`config.mk`:
```
export PLATFORM = sky130hd
export DESIGN_NAME = indexed_stack_with_search
export DESIGN_NICKNAME = d
export VERILOG_FILES = /design/src/design/isws_pkg.sv /design/src/design/isws_ram.sv /design/src/design/indexed_stack_with_search.sv
export SDC_FILE = /design/constraint.sdc
export NUM_CORES = 1
export LEC_CHECK = 0
export BUFFER_PORTS_ARGS = -buffer_cell sky130_fd_sc_hd__buf_4
export CORE_MARGIN = 2
export CORE_UTILIZATION = 40
export CTS_BUF_LIST = sky130_fd_sc_hd__clkbuf_16
export CTS_CLUSTER_SIZE = 30
export DETAILED_ROUTE_END_ITERATION = 6
export HOLD_SLACK_MARGIN = 0.1
export PLACE_DENSITY = 0.6
export SLEW_MARGIN = 20
export SYNTH_ARGS = -nofsm -noshare
export SYNTH_HDL_FRONTEND = slang
export SYNTH_HIERARCHICAL = 1
export SYNTH_SLANG_ARGS = --single-unit
```
`constraint.sdc`:
```
create_clock -name clk -period 6.4 [get_ports clk]
set_input_delay 0.64 -clock clk [delete_from_list [all_inputs] [get_ports clk]]
set_output_delay 0.64 -clock clk [all_outputs]
set_load 0.1 [all_outputs]
```
`src/design/isws_pkg.sv`:
```
// Shared types and codes for the indexed stack with search.
// Holds the request and status codes, the sequencer states and the field widths.
// No dependencies.
`default_nettype none

package isws_pkg;

  // Fixed field widths of the streaming payload.
  localparam int unsigned REQ_W   = 3;
  localparam int unsigned SLOT_W  = 8;
  localparam int unsigned VALUE_W = 32;
  localparam int unsigned STS_W   = 2;
  localparam int unsigned RDV_W   = 32;
  localparam int unsigned CNT_W   = 9;

  // Request codes.
  typedef enum logic [REQ_W-1:0] {
    REQ_GET   = 3'd0,
    REQ_SET   = 3'd1,
    REQ_PUSH  = 3'd2,
    REQ_POP   = 3'd3,
    REQ_CLEAR = 3'd4,
    REQ_FIND  = 3'd5
  } req_t;

  // Result status codes.
  typedef enum logic [STS_W-1:0] {
    STS_OK   = 2'd0,
    STS_MISS = 2'd1,
    STS_FULL = 2'd2
  } status_t;

  // Sequencer states.
  typedef enum logic [2:0] {
    S_IDLE,
    S_DECODE,
    S_READ,
    S_SCAN,
    S_DONE
  } state_t;

endpackage : isws_pkg

`default_nettype wire

```
`src/design/isws_ram.sv`:
```
// Generic single-write, single-read memory with a registered read port.
// Used for the element store; depends on nothing.
`default_nettype none

module isws_ram #(
  parameter int unsigned WIDTH = 32,
  parameter int unsigned DEPTH = 16
) (
  input  wire logic                                   clk,
  input  wire logic                                   wr_en,
  input  wire logic [(DEPTH > 1 ? $clog2(DEPTH) : 1)-1:0] wr_addr,
  input  wire logic [WIDTH-1:0]                       wr_data,
  input  wire logic                                   rd_en,
  input  wire logic [(DEPTH > 1 ? $clog2(DEPTH) : 1)-1:0] rd_addr,
  output logic      [WIDTH-1:0]                       rd_data
);

  logic [WIDTH-1:0] mem_r [DEPTH];

  // Write port.
  always_ff @(posedge clk) begin
    if (wr_en) begin
      mem_r[wr_addr] <= wr_data;
    end
  end

  // Registered read port.
  always_ff @(posedge clk) begin
    if (rd_en) begin
      rd_data <= mem_r[rd_addr];
    end
  end

endmodule : isws_ram

`default_nettype wire

```
`src/design/indexed_stack_with_search.sv`:
```
// Indexed stack with linear search: one request in, one result out.
// Each request passes through a decode state and then a done state. A get or pop that
// reads an entry also passes through a read state, and a find on a non-empty store
// passes through a scan state, which compares one stored entry per cycle through the
// memory read port until the first match or the last stored entry. Set, push, clear
// and unknown requests, a get out of range and a pop or find on an empty store go
// straight from decode to done. A new request is taken only once the previous result
// is in the output register. Reset clears the count and the per-entry valid bits at
// once; an entry that is not valid reads as zero.
`default_nettype none

module indexed_stack_with_search
  import isws_pkg::*;
#(
  parameter int unsigned DEPTH      = 16,
  parameter int unsigned ELEM_WIDTH = 32
) (
  input  wire logic        clk,
  input  wire logic        rst_n,
  // Request channel.
  input  wire logic        in_tvalid,
  output logic             in_tready,
  input  wire logic [39:0] in_tdata,   // slot[7:0], value[39:8]
  input  wire logic [2:0]  in_tuser,   // req_type[2:0]
  // Result channel.
  output logic             out_tvalid,
  input  wire logic        out_tready,
  output logic [55:0]      out_tdata   // status[1:0], read_value[33:2], found_slot[41:34],
                                       // count[50:42], is_empty[51], zero[55:52]
);

  localparam int unsigned AW  = (DEPTH > 1) ? $clog2(DEPTH) : 1;
  localparam int unsigned CW  = $clog2(DEPTH + 1);
  localparam int unsigned EXT = (ELEM_WIDTH > 32) ? ELEM_WIDTH : 32;

  // Sequencer and request registers.
  state_t                state_r, state_nxt;
  logic [REQ_W-1:0]      req_r;
  logic [SLOT_W-1:0]     slot_r;
  logic [ELEM_WIDTH-1:0] val_r;
  logic [CW-1:0]         count_r, count_nxt;
  logic [AW-1:0]         idx_r, idx_nxt;
  logic [DEPTH-1:0]      valid_r, valid_nxt;
  status_t               sts_r, sts_nxt;
  logic [RDV_W-1:0]      rdv_r, rdv_nxt;
  logic [SLOT_W-1:0]     fnd_r, fnd_nxt;

  // Output register.
  logic                  out_valid_r;
  logic [STS_W-1:0]      out_sts_r;
  logic [RDV_W-1:0]      out_rdv_r;
  logic [SLOT_W-1:0]     out_fnd_r;
  logic [CNT_W-1:0]      out_cnt_r;
  logic                  out_empty_r;

  // Memory port signals.
  logic                  wr_en;
  logic [AW-1:0]         wr_addr;
  logic                  rd_en;
  logic [AW-1:0]         rd_addr;
  logic [ELEM_WIDTH-1:0] rd_data;

  logic                  in_fire;
  logic                  out_free;
  logic [EXT-1:0]        val_ext;
  logic [ELEM_WIDTH-1:0] rd_elem;
  logic [EXT-1:0]        rd_ext;
  logic                  match;
  logic                  more;
  logic                  get_ok;
  logic [CNT_W-1:0]      slot_w;
  logic [CNT_W-1:0]      count_w;
  logic [CNT_W-1:0]      idx_inc;

  assign in_fire  = in_tvalid && in_tready;
  assign out_free = !out_valid_r || out_tready;
  assign in_tready = (state_r == S_IDLE);

  // Incoming value cut or extended to the element width.
  assign val_ext = EXT'(in_tdata[39:8]);

  // Element seen at the last read address; entries not written since reset or the last clear read as zero.
  assign rd_elem = valid_r[idx_r] ? rd_data : '0;
  assign rd_ext  = EXT'(rd_elem);
  assign match   = (rd_elem == val_r);

  // Comparisons in the common 9-bit width.
  assign slot_w  = CNT_W'(slot_r);
  assign count_w = CNT_W'(count_r);
  assign idx_inc = CNT_W'(idx_r) + CNT_W'(1);
  assign more    = (idx_inc < count_w);
  assign get_ok  = (slot_w < count_w);

  isws_ram #(
    .WIDTH (ELEM_WIDTH),
    .DEPTH (DEPTH)
  ) u_store (
    .clk     (clk),
    .wr_en   (wr_en),
    .wr_addr (wr_addr),
    .wr_data (val_r),
    .rd_en   (rd_en),
    .rd_addr (rd_addr),
    .rd_data (rd_data)
  );

  // Next-state logic of the sequencer.
  always_comb begin
    state_nxt = state_r;
    case (state_r)
      S_IDLE: begin
        if (in_fire) begin
          state_nxt = S_DECODE;
        end
      end
      S_DECODE: begin
        case (req_r)
          REQ_GET:  state_nxt = get_ok ? S_READ : S_DONE;
          REQ_POP:  state_nxt = (count_r != '0) ? S_READ : S_DONE;
          REQ_FIND: state_nxt = (count_r != '0) ? S_SCAN : S_DONE;
          default:  state_nxt = S_DONE;
        endcase
      end
      S_READ: begin
        state_nxt = S_DONE;
      end
      S_SCAN: begin
        if (match || !more) begin
          state_nxt = S_DONE;
        end
      end
      S_DONE: begin
        if (out_free) begin
          state_nxt = S_IDLE;
        end
      end
      default: begin
        state_nxt = S_IDLE;
      end
    endcase
  end

  // Datapath and memory control for each state.
  always_comb begin
    count_nxt = count_r;
    idx_nxt   = idx_r;
    valid_nxt = valid_r;
    sts_nxt   = sts_r;
    rdv_nxt   = rdv_r;
    fnd_nxt   = fnd_r;
    wr_en     = 1'b0;
    wr_addr   = slot_r[AW-1:0];
    rd_en     = 1'b0;
    rd_addr   = idx_r;
    case (state_r)
      S_DECODE: begin
        sts_nxt = STS_OK;
        rdv_nxt = '0;
        fnd_nxt = '0;
        case (req_r)
          REQ_GET: begin
            if (get_ok) begin
              rd_en   = 1'b1;
              rd_addr = slot_r[AW-1:0];
              idx_nxt = slot_r[AW-1:0];
            end else begin
              sts_nxt = STS_MISS;
            end
          end
          REQ_SET: begin
            if (slot_w >= CNT_W'(DEPTH)) begin
              sts_nxt = STS_FULL;
            end else begin
              wr_en   = 1'b1;
              wr_addr = slot_r[AW-1:0];
              valid_nxt[slot_r[AW-1:0]] = 1'b1;
              if (count_w < slot_w + CNT_W'(1)) begin
                count_nxt = CW'(slot_w + CNT_W'(1));
              end
            end
          end
          REQ_PUSH: begin
            if (count_w >= CNT_W'(DEPTH)) begin
              sts_nxt = STS_FULL;
            end else begin
              wr_en     = 1'b1;
              wr_addr   = count_r[AW-1:0];
              valid_nxt[count_r[AW-1:0]] = 1'b1;
              count_nxt = count_r + CW'(1);
            end
          end
          REQ_POP: begin
            if (count_r == '0) begin
              sts_nxt = STS_MISS;
            end else begin
              count_nxt = count_r - CW'(1);
              rd_en     = 1'b1;
              rd_addr   = count_nxt[AW-1:0];
              idx_nxt   = count_nxt[AW-1:0];
            end
          end
          REQ_CLEAR: begin
            valid_nxt = '0;
            count_nxt = '0;
          end
          REQ_FIND: begin
            sts_nxt = STS_MISS;
            if (count_r != '0) begin
              rd_en   = 1'b1;
              rd_addr = '0;
              idx_nxt = '0;
            end
          end
          default: begin
            sts_nxt = STS_MISS;
          end
        endcase
      end
      S_READ: begin
        rdv_nxt = rd_ext[RDV_W-1:0];
      end
      S_SCAN: begin
        if (match) begin
          sts_nxt = STS_OK;
          fnd_nxt = SLOT_W'(idx_r);
        end else if (more) begin
          // Fetch the next entry; its data arrives in the following cycle.
          rd_en   = 1'b1;
          rd_addr = AW'(idx_inc);
          idx_nxt = AW'(idx_inc);
        end
      end
      default: begin
      end
    endcase
  end

  // Control registers.
  always_ff @(posedge clk) begin
    if (!rst_n) begin
      state_r     <= S_IDLE;
      count_r     <= '0;
      valid_r     <= '0;
      out_valid_r <= 1'b0;
    end else begin
      state_r <= state_nxt;
      count_r <= count_nxt;
      valid_r <= valid_nxt;
      if (state_r == S_DONE && out_free) begin
        out_valid_r <= 1'b1;
      end else if (out_tready) begin
        out_valid_r <= 1'b0;
      end
    end
  end

  // Request and result payload registers.
  always_ff @(posedge clk) begin
    if (in_fire) begin
      req_r  <= in_tuser;
      slot_r <= in_tdata[7:0];
      val_r  <= val_ext[ELEM_WIDTH-1:0];
    end
    idx_r <= idx_nxt;
    sts_r <= sts_nxt;
    rdv_r <= rdv_nxt;
    fnd_r <= fnd_nxt;
    if (state_r == S_DONE && out_free) begin
      out_sts_r   <= sts_r;
      out_rdv_r   <= rdv_r;
      out_fnd_r   <= fnd_r;
      out_cnt_r   <= count_w;
      out_empty_r <= (count_r == '0);
    end
  end

  assign out_tvalid = out_valid_r;
  assign out_tdata  = {4'b0000, out_empty_r, out_cnt_r, out_fnd_r, out_rdv_r, out_sts_r};

endmodule : indexed_stack_with_search

`default_nettype wire

```
Word level (Yosys, flattened, before mapping)
Memories as Yosys holds them, arrays and structs flattened. A register that Yosys moved wholly into a read port is not among the register bits.
Cells that the tools add are included.
Widths: inputs -> output; s select.
- multiplexer cells: 58
- bitwise operators: 2
- reductions and logical operators: 21
- eq/ne operators: 18
- order comparisons: 10
- add/subtract/negate cells: 4
- operator list (kind ; number):
    $pmux 32 s2 ; 1
    $pmux 16 s3 ; 1
    $eq 32x32->1 ; 1
    $mux 16 ; 2
    $mux 32 ; 1
    $mux 4 ; 8
    $or 16x16->16 ; 2
    $mux 5 ; 4
    $pmux 5 s4 ; 1
    $mux 3 ; 6
    $mux 1 ; 17
    $pmux 8 s2 ; 1
    $lt 4x5->1 const B ; 3
    $pmux 3 s5 ; 1
    $ne 2x2->1 const B ; 7
    $eq 3x2->1 const B ; 4
    $pmux 4 s3 ; 1
    $pmux 2 s5 ; 1
    $add 8x1->9 const B ; 1
    $eq 3x3->1 const B ; 3
    $lt 5x9->1 ; 1
    $pmux 3 s3 ; 1
    $demux 1 s4 ; 2
    $ge 4x1->1 const B ; 2
    other kinds (29) ; 41
- bits of input ports: 47
- memories: 1
- bits in registers: 162
- word-level logic and storage cells: 130
- RAM bits: 512
- memory list (memory ; depth ; width ; rd ports ; clocked after memory_dff ; write ports ; line ; text):
    u_store.mem_r ; 16 ; 32 ; 1 ; 1 ; 1 ; isws_ram.sv:18 ; logic [WIDTH-1:0] mem_r [DEPTH];

Longest topological paths before layout
- depth after elaboration: 7
- depth in mapped cells: 16

By module
The synthesis kept the hierarchy.
- modules (own cells, without submodules) (module ; cells an instance ; area each (um^2) ; times used):
    isws_ram ; 838 ; 20155.6 ; 1
    indexed_stack_with_search ; 676 ; 7499.7 ; 1

Worst setup path after synthesis
No wires, ideal clock.
- kind: flip-flop to flip-flop
- start point: reg idx_r[0]
- end point: reg u_store.rd_data[0], read port of u_store.mem_r (enable)
- setup time: 0.472 ns
- clock period less this slack: 5.027 ns
- stages on the path, launching flop included: 10
- path slack: 1.373 ns
- arrival time: 4.556 ns
- buffers on the path: 1
- cell sequence: dfxtp_1 mux4_2 a22o_1 a21o_1 buf_2 a32o_1 o2111ai_1 or4_4 o21ai_4 a211oi_1
- cells in the longest elaborated chain, start to end: 6
- elaborated cells on any way between the ends: 16
- classes of those cells: add/sub (1); order compare (1); eq/ne (1); mux (13)
- RTL lines (what ; line ; text):
    from (decl) ; indexed_stack_with_search.sv:42 ; logic [AW-1:0] idx_r, idx_nxt;
    from (signal assigned) ; indexed_stack_with_search.sv:264 ; idx_r <= idx_nxt;
    $bmux 1 s4 ; indexed_stack_with_search.sv:83 ; assign rd_elem = valid_r[idx_r] ? rd_data : '0;
    $mux 1 (not written as such) ; indexed_stack_with_search.sv:83 ;
    $mux 32 ; indexed_stack_with_search.sv:83 ;
    $eq 32x32->1 ; indexed_stack_with_search.sv:85 ; assign match = (rd_elem == val_r);
    $mux 1 (*) ; indexed_stack_with_search.sv:223 ; if (match) begin
    $pmux 1 s2 (*) ; indexed_stack_with_search.sv:155 ; case (state_r)
    via rd_en ; indexed_stack_with_search.sv:59 ; logic rd_en;
    to (decl) ; isws_ram.sv:15 ; output logic [WIDTH-1:0] rd_data
The timed path passes the listed nets; every way through them passes the cells marked *. The select of a mux whose other input is x is not followed.
A chain may end at the register's enable or synchronous reset.

Final worst setup path
- start point: reg idx_r[0]
- end point: reg u_store.rd_data[24], read port of u_store.mem_r (data pin)
- cells in the longest elaborated chain, start to end: 6
- elaborated cells on any way between the ends: 16
- classes of those cells: add/sub (1); order compare (1); eq/ne (1); mux (13)
- RTL lines (what ; line):
    $bmux 1 s4 ; indexed_stack_with_search.sv:83
    $mux 1 (not written as such) ; indexed_stack_with_search.sv:83
    $mux 32 ; indexed_stack_with_search.sv:83
    $eq 32x32->1 ; indexed_stack_with_search.sv:85
    $mux 4 ; -
    $pmux 4 s2 (*) ; -
    via idx_nxt[0] ; indexed_stack_with_search.sv:42
Marked as above.

==> metrics.log <==
[metrics] cell taking the most area after synthesis: edfxtp_1
[metrics] I/O pins: 105
[metrics] clock sinks: 698
[metrics] most frequently used cell type in the post-synthesis netlist: edfxtp_1
[metrics] max-cap violation count: 0
[metrics] minimum setup slack in the final design: 555 ps
[metrics] total negative slack for setup checks: 0 ps
[metrics] endpoints failing setup: 0
[metrics] critical path capture point type: register
[metrics] nets@finish: 1726
[metrics] effective utilization at floorplan: 40.4%
[metrics] syn avg cell area: 18.3 um2
[metrics] Congestion Overflow GR: 0
[metrics] final routed wirelength across all metal layers: 65.7 mm
[metrics] cell breakdown of the critical path: mux4_2, a22o_1, a21o_1, a211oi_1, o22ai_1, or4_4, o21ai_4, mux2_2, nor2_4, buf_12, mux4_2, a22oi_1, nand2_1
[metrics] part of the Yosys area used for sequential elements: 74.7%
[metrics] outcome: finished, final reports clean
[metrics] Post-Syn Area: 27700 um2
[metrics] warnings from Yosys: 6
[metrics] Yosys reg bits: 698
[metrics] HPWL after DPL: 40.1 mm
[metrics] cell repeated most along the worst path: mux4_2
[metrics] Top Family by Delay on Critical Path: compound AO/OA/AOI/OAI gates
[metrics] final weighted congestion in routability-driven placement: 0.841
[metrics] category of the worst setup path launch point: register
[metrics] Layout Area Growth over Synthesis: 15.8%
[metrics] power per standard cell area: 361 nW/um2
[metrics] clock latency at the later pin of the worst-skew pair: 610 ps
[metrics] antenna violation net count after detailed routing: 0
[metrics] First-pass DRT Iterations: 7
[metrics] Most used DFF post-synth: edfxtp_1
[metrics] Horiz. Die Dim: 267 um
[metrics] count of unresolved DRC violations after routing: 0
[metrics] Resized Gates After CTS: 0
[metrics] worst setup skew after layout: 13.7 ps
[metrics] peak supply drop: 227 uV
[metrics] count of buffers from port buffering: 92
[metrics] buffers inserted during post-CTS setup optimization: 0
[metrics] Least-Margin Pin Slew: 935 ps
[metrics] fraction of post-synthesis cell area in the top cell type by area: 72.6%
[metrics] vias in the first global route: 14.8k
[metrics] setup repair after global routing missed its margin: no
[metrics] wire length per cell after detailed routing: 25.3 um
[metrics] fraction of the cycle the final worst path needs: 91.3%
[metrics] clock input transition at the sequential cells of the worst setup and hold paths: 60 ps
[metrics] maximum number of buffers from clock root to sink: 3
[metrics] antenna violations before repair: 1
[metrics] critical path depth: 13
[metrics] number of enable flip-flop cells after synthesis: 669
[metrics] global-route wire length before repair: 97.5 mm
[metrics] critical path's slowest cell: dfxtp_1
[metrics] via count of the routed design: 14.6k
[metrics] global-route usage over all layers: 18.8%
[metrics] die height: 267 um
[metrics] average via count per standard cell: 5.63
[metrics] Syn Inst Count: 1514
[metrics] crit path time final: 5850 ps
[metrics] Post-Place Setup Slack: 571 ps
[metrics] area of the die: 71300 um2
[metrics] H-tree levels: 3
[metrics] TritonCTS clock tree: yes
[metrics] Iter 0 DRT Violations: 1373
[metrics] Filler Cell Count: 5720
[metrics] Async S/R FF share, synth: 0%
[metrics] pin count of the biggest net entering global routing: 45
[metrics] highest cell delay on the worst timing path: 710 ps
[metrics] leak pwr: 10.3 nW
[metrics] worst endpoint required time: 6740 ps
[metrics] headroom to the max-slew limit: 37.5%
[metrics] main area contributors after synthesis: edfxtp_1 (73%), mux4_2 (11%), dfxtp_1 (2.1%), a22oi_1 (1.8%), nand2_1 (1.1%)
[metrics] cell at the root of the clock tree: clkbuf_16
[metrics] share of layout cells above drive strength 1: 24.5%
[metrics] core footprint: 68500 um2
[metrics] Min-Delay Path Depth: 1
[metrics] final hold violation count: 0
[metrics] most frequent cells after synthesis: edfxtp_1 (669), mux4_2 (131), nand2_1 (80), nor2_1 (80), a22oi_1 (68)
[metrics] Site Rows: 96
[metrics] class of the most critical setup path: register to register
[metrics] core utilization of the finished layout: 46.8%
[metrics] depth of the most critical reg-to-reg path: 13
[metrics] Max Transition Viols Final: 0
[metrics] f_max: 0.171 GHz
[metrics] type of the worst min-delay path: primary input to register
[metrics] endpoint arrival time on the critical path: 6180 ps
[metrics] TritonCTS Buffers: 75
[metrics] maximum fanout count along the critical path: 30
[metrics] Synth cell types: 59
[metrics] hold-fix buffer count after cts: 0
[metrics] CP bufs+invs: 1
-- registers in the layout (all words and copies together), names as in the netlist --
signal and count:
out_rdv_r 32, out_cnt_r 5, val_r 32, req_r 3
state_r 3, u_store/mem_r 512, sts_r 2, out_empty_r 1
out_sts_r 2, fnd_r 4, out_fnd_r 4, count_r 5
valid_r 16, idx_r 4, slot_r 8, rdv_r 32
u_store/rd_data 32, out_tvalid 1
-- through the flow --
stage                     power [mW]  cell area, um2  instances  hold WS (ps)
after floorplan                 6.98           27700       1525           400
after global placement          7.59           29700       2463           402
after detailed placement        7.62           29700       2463           405
after CTS                       11.7           32000       2597           172
after global routing            12.0           32000       2597           178
final                           11.6           32000       2598           208
-- area by class of cell --
class / instances / area, um2 / share of cell area, %
antenna: 1 / 2.50 / 0.00781
clock inverter: 57 / 368 / 1.15
sequential: 698 / 20700 / 64.5
clock buffer: 77 / 1930 / 6.01
inverter: 15 / 56.3 / 0.176
multi-input combinational: 729 / 6770 / 21.1
tap: 882 / 1100 / 3.44
timing repair buffer: 139 / 1140 / 3.57
-- layer usage --
metal | up-vias | track usage, % | wire length [um]
met1 | 7695 | 26.9 | 29300
li1 | 6353 | - | -
met3 | 95 | 3.16 | 3960
met4 | 0 | 5.19 | 1460
met5 | - | 0 | 0
met2 | 481 | 29.8 | 31100
-- worst paths after layout --
| check | end | slack (ps) | startpoint |
|---|---|---|---|
| worst min-delay path | slot_r[0] | 210 | in_tdata[0] |
| worst min register to register | out_rdv_r[22] | 420 | rdv_r[22] |
| worst max register to register | u_store/rd_data[24] | 550 | idx_r[0] |
| worst max-delay path | u_store/rd_data[24] | 550 | idx_r[0] |
-- layout by cell type (no fill, tap or decap), drive strengths merged, types with 5 or more instances in the layout --
cell type | netlist | final
buf | 43 | 139
edfxtp | 669 | 669
nand2b | 8 | 8
or2 | 12 | 12
a211oi | 16 | 16
nand3 | 51 | 51
o211ai | 5 | 5
conb | 1 | 12
o21ai | 39 | 39
ha | 21 | 21
and2 | 37 | 37
nor2 | 81 | 81
dfxtp | 29 | 29
clkbuf | 40 | 77
a22oi | 68 | 68
o22ai | 10 | 10
a21oi | 36 | 36
o21a | 6 | 6
mux4 | 131 | 131
nand2 | 80 | 80
inv | 13 | 32
xnor2 | 23 | 23
nor2b | 12 | 12
nor3 | 9 | 9
xor2 | 5 | 5
a21boi | 11 | 11
o31ai | 6 | 6
and3 | 6 | 6
clkinv | 2 | 32
-- cells by family (layout without fill, tap and decap cells) --
kind of cell	after synthesis	count (layout)	share of synthesized area (%)
simple gates	311	311	5.40
xor+xnor	28	28	0.887
fa+ha+maj	21	21	0.950
mux	137	137	10.9
other cells	1	13	0.0136
flops	698	698	74.7
buf+inv	98	288	1.68
compound gates	220	220	5.43
-- power breakdown --
part           leakage [nW]  switching [mW]  internal, mW
logic                  2.80            1.21         0.829
registers              6.30           0.220          5.26
clock network          1.18            1.71          2.34
total                  10.3            3.14          8.42
No activity file was read; power rests on OpenSTA's default activity.
